<file path="src/rtl/core/sorted_string_table_search_core_defines.svh">
// Assertion macros for the sorted string table search core.
`ifndef SORTED_STRING_TABLE_SEARCH_CORE_DEFINES_SVH
`define SORTED_STRING_TABLE_SEARCH_CORE_DEFINES_SVH
`ifndef SYNTH
// Same-cycle implication, disabled in reset
`define SSTS_ASSERT_IMPL(lbl, clk, rstn, ante, cons) \
    lbl: assert property (@(posedge clk) disable iff (!rstn) (ante) |-> (cons)) \
        else $error("sstbl assertion failed");
// Next-cycle implication, disabled in reset
`define SSTS_ASSERT_NEXT(lbl, clk, rstn, ante, cons) \
    lbl: assert property (@(posedge clk) disable iff (!rstn) (ante) |=> (cons)) \
        else $error("sstbl assertion failed");
`else
`define SSTS_ASSERT_IMPL(lbl, clk, rstn, ante, cons)
`define SSTS_ASSERT_NEXT(lbl, clk, rstn, ante, cons)
`endif
`endif

</file>
<file path="src/rtl/core/sstbl_pkg.sv">
// Types, codes and constants shared by the sorted string table search core.
package sstbl_pkg;

    localparam int ENTRIES_DEF = 16;
    localparam int MAX_LEN_DEF = 64;
    localparam int QUEUE_DEPTH = 4;

    // Input kinds
    localparam logic [1:0] KIND_CLEAR  = 2'd0;
    localparam logic [1:0] KIND_INSERT = 2'd1;
    localparam logic [1:0] KIND_LOOKUP = 2'd2;

    // Result status codes
    localparam logic [1:0] ST_OK        = 2'd0;
    localparam logic [1:0] ST_NOT_FOUND = 2'd1;
    localparam logic [1:0] ST_FULL      = 2'd2;
    localparam logic [1:0] ST_TOO_LONG  = 2'd3;

    typedef struct packed {
        logic [1:0] kind;
        logic [7:0] char_byte;
        logic       last_byte;
    } t_in;

    typedef struct packed {
        logic [1:0] status;
        logic [4:0] position;
    } t_out;

    // Classified operation held in the queue
    typedef enum logic [1:0] {
        OP_CLEAR  = 2'd0,
        OP_INSERT = 2'd1,
        OP_LOOKUP = 2'd2
    } t_op;

    typedef struct packed {
        t_op        op;
        logic [7:0] ch;
        logic       last;
    } t_qitem;

    typedef struct packed {
        logic   valid;
        t_qitem item;
    } t_qport;

    // 1-based position of a table index, masked to five bits
    function automatic logic [4:0] f_pos(input logic [31:0] idx);
        logic [31:0] p;
        p = idx + 32'd1;
        return p[4:0];
    endfunction

endpackage

</file>
<file path="src/rtl/core/sstbl_front.sv">
// Front end: accepts input transactions, classifies them and queues them.
module sstbl_front #(
    parameter int QD = sstbl_pkg::QUEUE_DEPTH
) (
    input  logic               i_clk,
    input  logic               i_rst_n,
    input  logic               i_in_valid,
    output logic               o_in_ready,
    input  sstbl_pkg::t_in     i_in_data,
    output sstbl_pkg::t_qport  o_q,
    input  logic               i_q_pop
);
    localparam int AW = (QD > 1) ? $clog2(QD) : 1;
    localparam int CW = $clog2(QD + 1);

    sstbl_pkg::t_qitem r_mem [QD];
    logic [AW-1:0]     r_wp, n_wp, r_rp, n_rp;
    logic [CW-1:0]     r_cnt, n_cnt;
    sstbl_pkg::t_qitem w_item;
    logic              w_keep, w_push;

    // Classify: unused kind is dropped
    always_comb begin
        w_item.ch   = i_in_data.char_byte;
        w_item.last = i_in_data.last_byte;
        w_item.op   = sstbl_pkg::OP_CLEAR;
        w_keep      = 1'b1;
        unique case (i_in_data.kind)
            sstbl_pkg::KIND_CLEAR:  w_item.op = sstbl_pkg::OP_CLEAR;
            sstbl_pkg::KIND_INSERT: w_item.op = sstbl_pkg::OP_INSERT;
            sstbl_pkg::KIND_LOOKUP: w_item.op = sstbl_pkg::OP_LOOKUP;
            default:                w_keep    = 1'b0;
        endcase
    end

    assign o_in_ready = (r_cnt != CW'(QD));
    assign w_push     = i_in_valid && o_in_ready && w_keep;

    // Pointer and fill bookkeeping
    always_comb begin
        n_wp  = r_wp;
        n_rp  = r_rp;
        n_cnt = r_cnt;
        if (w_push) begin
            n_wp = (r_wp == AW'(QD - 1)) ? '0 : r_wp + AW'(1);
        end
        if (i_q_pop) begin
            n_rp = (r_rp == AW'(QD - 1)) ? '0 : r_rp + AW'(1);
        end
        if (w_push && !i_q_pop) begin
            n_cnt = r_cnt + CW'(1);
        end else if (!w_push && i_q_pop) begin
            n_cnt = r_cnt - CW'(1);
        end
    end

    always_ff @(posedge i_clk) begin
        if (!i_rst_n) begin
            r_wp  <= '0;
            r_rp  <= '0;
            r_cnt <= '0;
        end else begin
            r_wp  <= n_wp;
            r_rp  <= n_rp;
            r_cnt <= n_cnt;
        end
    end

    always_ff @(posedge i_clk) begin
        if (w_push) begin
            r_mem[r_wp] <= w_item;
        end
    end

    assign o_q.valid = (r_cnt != '0);
    assign o_q.item  = r_mem[r_rp];

endmodule

</file>
<file path="config.mk">
export PLATFORM = sky130hd
export DESIGN_NAME = sstbl_front
export DESIGN_NICKNAME = d
export VERILOG_FILES = /design/src/rtl/core/sorted_string_table_search_core_defines.svh /design/src/rtl/core/sstbl_pkg.sv /design/src/rtl/core/sstbl_front.sv
export SDC_FILE = /design/constraint.sdc
export NUM_CORES = 1
export LEC_CHECK = 0
export BUFFER_PORTS_ARGS = -buffer_cell sky130_fd_sc_hd__buf_2
export CAP_MARGIN = 30
export CORE_MARGIN = 4
export CORE_UTILIZATION = 45
export DETAILED_ROUTE_END_ITERATION = 12
export GPL_TIMING_DRIVEN = 1
export SLEW_MARGIN = 20
export SYNTH_ARGS = -nofsm -noshare
export SYNTH_HDL_FRONTEND = slang
export SYNTH_SLANG_ARGS = --single-unit
</file>
<file path="constraint.sdc">
create_clock -name i_clk -period 2.55 [get_ports i_clk]
set_clock_uncertainty 0.05 [all_clocks]
set_input_delay 0.1275 -clock i_clk [delete_from_list [all_inputs] [get_ports i_clk]]
set_output_delay 0.1275 -clock i_clk [all_outputs]
set_load 0.02 [all_outputs]
</file>
==> results of run 1 <==
[final cells by class]
class	instances	area share, %
clock buffer	6	2.97
timing repair buffer	37	9.52
clock inverter	2	0.410
multi-input combinational	48	22.4
sequential	53	61.4
tap	52	2.66
inverter	4	0.614
[worst reg2reg max path: cells and delay by family, from the launching register on]
kind | cells | cell delay [ps]
flops | 1 | 420
compound gates | 1 | 190
simple gates | 3 | 820
xor+xnor | 1 | 160
fa+ha+maj | 2 | 590
buf+inv | 1 | 70
[per-layer routing]
metal | track usage, % | vias up
li1 | - | 495
met1 | 13.4 | 516
met2 | 24.1 | 19
met3 | 3.90 | 2
met4 | 3.67 | 0
met5 | 0 | -
[report_power, final]
group          switching, uW  total (uW)  internal, uW
sequential              37.9        1040          1010
clock                    238         428           190
combinational            171         314           143
[layout by cell type, fill, tap and decap left out, types with 2 or more instances in the layout]
master,synthesis,final
edfxtp_1,44,44
buf_2,1,27
mux4_2,11,11
dfxtp_1,9,9
dlygate4sd3_1,0,9
ha_1,6,6
nand2_1,5,5
nor2b_1,5,5
clkbuf_8,0,5
inv_1,4,4
and2_2,4,4
mux2i_1,4,4
or3_2,2,2
clkinv_2,0,2
[sequential cells by signal (all words and copies together) (netlist names), named ones only]
name,count
r_cnt,3
r_mem,44
r_wp,2
r_rp,2
[final timing paths]
path / start / endpoint / slack, ps / depth (start not counted)
max: r_cnt[0]$_SDFFE_PN0P_ / r_cnt[2]$_SDFFE_PN0P_ / 160 / 8
min: i_rst_n / r_wp[0]$_SDFFE_PN0P_ / 100 / 3
max reg2reg: r_cnt[0]$_SDFFE_PN0P_ / r_cnt[2]$_SDFFE_PN0P_ / 160 / 8
min reg2reg: r_wp[1]$_SDFFE_PN0P_ / r_wp[1]$_SDFFE_PN0P_ / 470 / 2
[per-stage QoR]
step	worst slack (ps)	instances
2_1_floorplan	238	109
3_3_place_gp	282	185
3_5_place_dp	94.9	185
4_1_cts	65.3	201
5_1_grt	54.8	202
6_report	164	202
[logic make-up (layout without fill, tap and decap cells)]
family	Yosys count	count (layout)	synth area share, %
simple gates	21	21	6.00
flops	53	53	72.0
compound gates	3	3	0.960
mux	15	15	13.8
buf+inv	8	49	1.86
xor+xnor	2	2	0.840
fa+ha+maj	7	7	4.56
[what timing repair did]
item	in CTS	in global routing
gates resized for setup	0	1
hold endpoints to repair	30	4
hold buffers	8	1
setup buffers	0	0
setup endpoints to repair	0	1
==> results by group, run 1 <==
Status
  • Status: complete, no violations

Yosys
  • Syn Nets: 131
  • EDFF count, synth: 44
  • Top cells by area, synth: edfxtp_1, mux4_2, dfxtp_1
  • Synth warnings: 0
  • Avg Inst Size Synth: 19.1 um2
  • Mapped Area: 2090 um2
  • Top_reg_cell synth: edfxtp_1
  • Yosys cell types: 24
  • Count leader, synth: edfxtp_1
  • Cell taking the most area after synthesis: edfxtp_1
  • Register area share after synthesis: 72.0%
  • Flops & latches, synth: 53
  • Mapped Cells: 109
  • Post-synth top cells: edfxtp_1, mux4_2, dfxtp_1
  • Async SR Flop Fraction: 0%
  • Synth top area share: 63.3%

Routing
  • Met1 wire length: 1340 um
  • DR WL met3: 120 um
  • Total Wirelength: 3480 um
  • Drt initial violations: 28
  • Drt pass-1 iters: 4
  • Met2 WL: 2000 um
  • DRC errors left: 0
  • Max layer used: met4
  • Vias per cell: 5.11
  • Via Count: 1032
  • Routed WL per cell: 17.2 um
  • Final ANT Viol Nets: 0

Setup path
  • CP top delay family: simple AND/OR/NAND/NOR gates
  • Crit path cell chain: or3b_1 -> and3_2 -> ha_1 -> inv_1 -> fa_1 -> xor2_1 -> or3_2 -> a21boi_0
  • Arr. time, crit path: 2550 ps
  • Req. time, crit path: 2710 ps
  • Critical path's slowest cell: dfxtp_1
  • CP max FO: 7
  • CP max stage delay: 420 ps
  • CP bufs+invs: 1
  • Startpoint Class: register
  • Worst setup EP type: register
  • Critical path class: register to register

Timing
  • Worst-margin pin slew: 588 ps
  • Endpoints failing setup: 0
  • Worst hold margin: 101 ps
  • Setup TNS: 0 ps
  • Relative slew slack: 60.8%
  • RSZ-0062 raised after global routing: no
  • Max frequency: 419 MHz
  • Hold Fails Final Rpt: 0
  • Final Slew Violations: 0
  • Tmin final: 2390 ps
  • Fin crit share: 93.6%

Global routing
  • Initial antenna violation count: 0
  • Total grt overflow: 0
  • Largest net degree at the start of global routing: 16
  • First-pass GRT wire length: 5710 um
  • Tot GR Track Use: 12.8%
  • Vias in the first global route: 1183

Floorplanning
  • Rows: 24
  • Die height: 76.1 um
  • Placeable Area: 4410 um2
  • I/O pin count: 28
  • Die Wd: 76.1 um
  • Initial Util: 47.3%
  • Die ar.: 5790 um2

Final layout
  • Share of layout cells above drive strength 1: 35.3%
  • Layout area overhead: 17.2%
  • Final Util: 55.4%
  • Sequential cell area: 1500 um2
  • Fill cells: 360
  • Post-layout instance area: 2440 um2
  • Multi-input logic area: 547 um2
  • Nets: 171
  • Antenna Cells: 0

Clocking
  • Clock-pin slew on the worst setup and hold paths: 90 ps
  • Clk_lat worst skew: 290 ps
  • CTS tree: done
  • Max H-tree Level: 2
  • Maximum clock path buffer count: 2
  • Clock Sinks: 53
  • Number of CTS-inserted buffers: 5
  • Clk root buf: clkbuf_8

Placed design
  • Port bufs: 27
  • GP Congestion: 0.657
  • Detail Placement HPWL: 2370 um
  • Placement Cell Area: 2270 um2

Power
  • Peak supply drop: 0.382 mV
  • Leakage: 0.000881 uW
  • Power Total: 1790 uW
  • Power Dens Cells: 731 nW/um2

Run
  • Max cap viols: 0

Hold path
  • Hold/Removal Path Class: input pin to register
Power figures use the tool's default switching activity.
==> run 2: changes to the inputs <==
--- a/config.mk
+++ b/config.mk
@@ -11,6 +11,7 @@
 export CORE_UTILIZATION = 45
 export DETAILED_ROUTE_END_ITERATION = 12
 export GPL_TIMING_DRIVEN = 1
+export PLACE_DENSITY_LB_ADDON = 0.05
 export SLEW_MARGIN = 20
 export SYNTH_ARGS = -nofsm -noshare
 export SYNTH_HDL_FRONTEND = slang
==> run 2 against run 1 <==
Effect of this change:
- flip-flop and latch count stayed put
- sequential power is essentially flat
- critical endpoint unchanged
- non-clock buffer count is the same
- die area unchanged
- largest power group unchanged
- power grew 5.0%
- routed wire length shrank 9.2%
==> results by group, run 2 (synthesis gave the netlist of run 1 again) <==
Status
  • Status: complete, no violations

Setup path
  • Startpoint Class: register
  • Critical path's slowest cell: dfxtp_1
  • CP max stage delay: 420 ps (about the same)
  • CP top delay family: simple AND/OR/NAND/NOR gates
  • CP bufs+invs: 1 (unchanged)
  • CP max FO: 7 (unchanged)
  • Critical path class: register to register
  • Worst setup EP type: register
  • Req. time, crit path: 2720 ps (about the same)
  • Crit path cell chain: or3b_1 -> and3_2 -> ha_1 -> inv_1 -> fa_1 -> xor2_1 -> or3_2 -> a21boi_0
  • Arr. time, crit path: 2460 ps (-90 ps)

Clocking
  • CTS tree: done
  • Clock-pin slew on the worst setup and hold paths: 80 ps (about the same)
  • Number of CTS-inserted buffers: 5 (unchanged)
  • Clk_lat worst skew: 290 ps (about the same)
  • Maximum clock path buffer count: 2 (unchanged)
  • Clock Sinks: 53 (unchanged)
  • Clk root buf: clkbuf_8
  • Max H-tree Level: 2 (unchanged)

Routing
  • Via Count: 1005 (-2.6%)
  • Vias per cell: 4.98 (-2.6%)
  • DRC errors left: 0 (unchanged)
  • Drt initial violations: 64 (+130%)
  • Routed WL per cell: 15.6 um (-9.2%)
  • Final ANT Viol Nets: 0 (unchanged)
  • Drt pass-1 iters: 4 (unchanged)
  • Total Wirelength: 3160 um (-9.2%)

Timing
  • Setup TNS: 0 ps (unchanged)
  • Final Slew Violations: 0 (unchanged)
  • Endpoints failing setup: 0 (unchanged)
  • Max frequency: 436 MHz (+4.1%)
  • Hold Fails Final Rpt: 0 (unchanged)
  • RSZ-0062 raised after global routing: no
  • Worst setup margin: 257 ps (+93.0 ps)
  • Tmin final: 2290 ps (-93.0 ps)
  • Worst-margin pin slew: 578 ps (-9.46 ps)
  • Relative slew slack: 61.4% (+0.63 points)
  • Fin crit share: 89.9% (-3.6 points)

Global routing
  • Tot GR Track Use: 11.7% (-1.0 points)
  • Total grt overflow: 0 (unchanged)
  • First-pass GRT wire length: 5310 um (-7.1%)
  • Largest net degree at the start of global routing: 16 (unchanged)
  • Initial antenna violation count: 0 (unchanged)
  • Vias in the first global route: 1120 (-5.3%)

Final layout
  • Largest Register: r_mem
  • Nets: 171 (unchanged)
  • Commonest cells after routing, fill and taps aside: edfxtp_1, buf_2, mux4_2
  • Antenna Cells: 0 (unchanged)
  • Most common cell after layout, fill and taps aside: edfxtp_1
  • Fill cells: 366 (+1.7%)
  • Layout area overhead: 18.3%
  • Final std cells w/o fill: 202 (unchanged)
  • Largest registers: r_mem (44), r_cnt (3)
  • Final Util: 55.9% (+0.54 points)
  • Flip-flop count of the largest register after layout: 44 (unchanged)
  • Share of layout cells above drive strength 1: 34.7% (-0.67 points)

Floorplanning
  • Die Wd: 76.1 um (unchanged)
  • Die ar.: 5790 um2 (unchanged)
  • I/O pin count: 28 (unchanged)
  • Initial Util: 47.3% (unchanged)
  • Placeable Area: 4410 um2 (unchanged)
  • Rows: 24 (unchanged)
  • Die height: 76.1 um (unchanged)

Placed design
  • Detail Placement HPWL: 2140 um (-9.7%)
  • GP Congestion: 0.735 (+12%)
  • Post-Place Worst Slack: 185 ps (+90.5 ps)
  • Cell total after placement: 185 (unchanged)
  • Port bufs: 27 (unchanged)

Power
  • Peak supply drop: 0.385 mV (+0.65%)
  • Leakage: 0.000889 uW (+0.89%)
  • Power Dens Cells: 760 nW/um2 (+3.9%)

Run
  • Max cap viols: 0 (unchanged)

Hold path
  • Hold/Removal Path Class: input pin to register
run 2: cell types whose count changed in the layout (fill, tap and decap cells not counted), sizes merged:
| cell | previous run | this run |
|---|---|---|
| bufinv | 0 | 1 |
| clkinv | 2 | 1 |
run 2: metal layers:
metal | wire length, um | up-vias | GRT usage [%]
li1 | - | 493 | -
met1 | 1340 | 487 | 14.2
met2 | 1650 | 21 | 20.0
met3 | 130 | 4 | 3.78
met4 | 40 | 0 | 3.32
met5 | 0 | - | 0
run 2: worst min-delay path, delay by kind of cell:
| kind | cells | cell delay (ps) |
|---|---|---|
| buf+inv | 1 | 150 |
| mux | 1 | 60 |
| simple gates | 1 | 60 |
run 2: report_power, final:
| part | switching (uW) | internal, uW | total, uW | leakage [uW] |
|---|---|---|---|---|
| combinational | 164 | 143 | 307 | 0.000359 |
| sequential | 36.0 | 1010 | 1040 | 0.000477 |
| clock | 236 | 290 | 526 | 0.0000528 |
run 2: stage by stage:
step | total power (uW) | cell area, um2 | hold WS [ps]
2_1_floorplan | 1270 | 2090 | 176
3_3_place_gp | 1360 | 2270 | 289
3_5_place_dp | 1370 | 2270 | 294
4_1_cts | 1900 | 2460 | 3.25
5_1_grt | 1970 | 2470 | 107
6_report | 1880 | 2470 | 108
run 2: repair_timing:
| item | 4_1_cts | 5_1_grt |
|---|---|---|
| hold endpoints to repair | 26 | 4 |
| setup endpoints to repair | 0 | 1 |
| buffers inserted | 0 | 0 |
| gates resized for setup | 0 | 1 |
| hold buffers | 8 | 1 |
run 2: final cells by class:
type	instances	area, um2	share of cell area, %
clock buffer	6	72.6	2.94
clock inverter	2	33.8	1.37
inverter	4	15.0	0.609
multi-input combinational	48	547	22.2
sequential	53	1500	60.9
tap	52	65.1	2.64
timing repair buffer	37	233	9.43
run 2: final timing paths:
kind / to / slack [ps] / cells past startpoint / from
setup / recovery: r_cnt[2]$_SDFFE_PN0P_ / 260 / 8 / r_cnt[0]$_SDFFE_PN0P_
hold / removal: r_wp[0]$_SDFFE_PN0P_ / 110 / 3 / i_rst_n
setup reg to reg: r_cnt[2]$_SDFFE_PN0P_ / 260 / 8 / r_cnt[0]$_SDFFE_PN0P_
hold reg to reg: r_wp[1]$_SDFFE_PN0P_ / 460 / 2 / r_wp[1]$_SDFFE_PN0P_
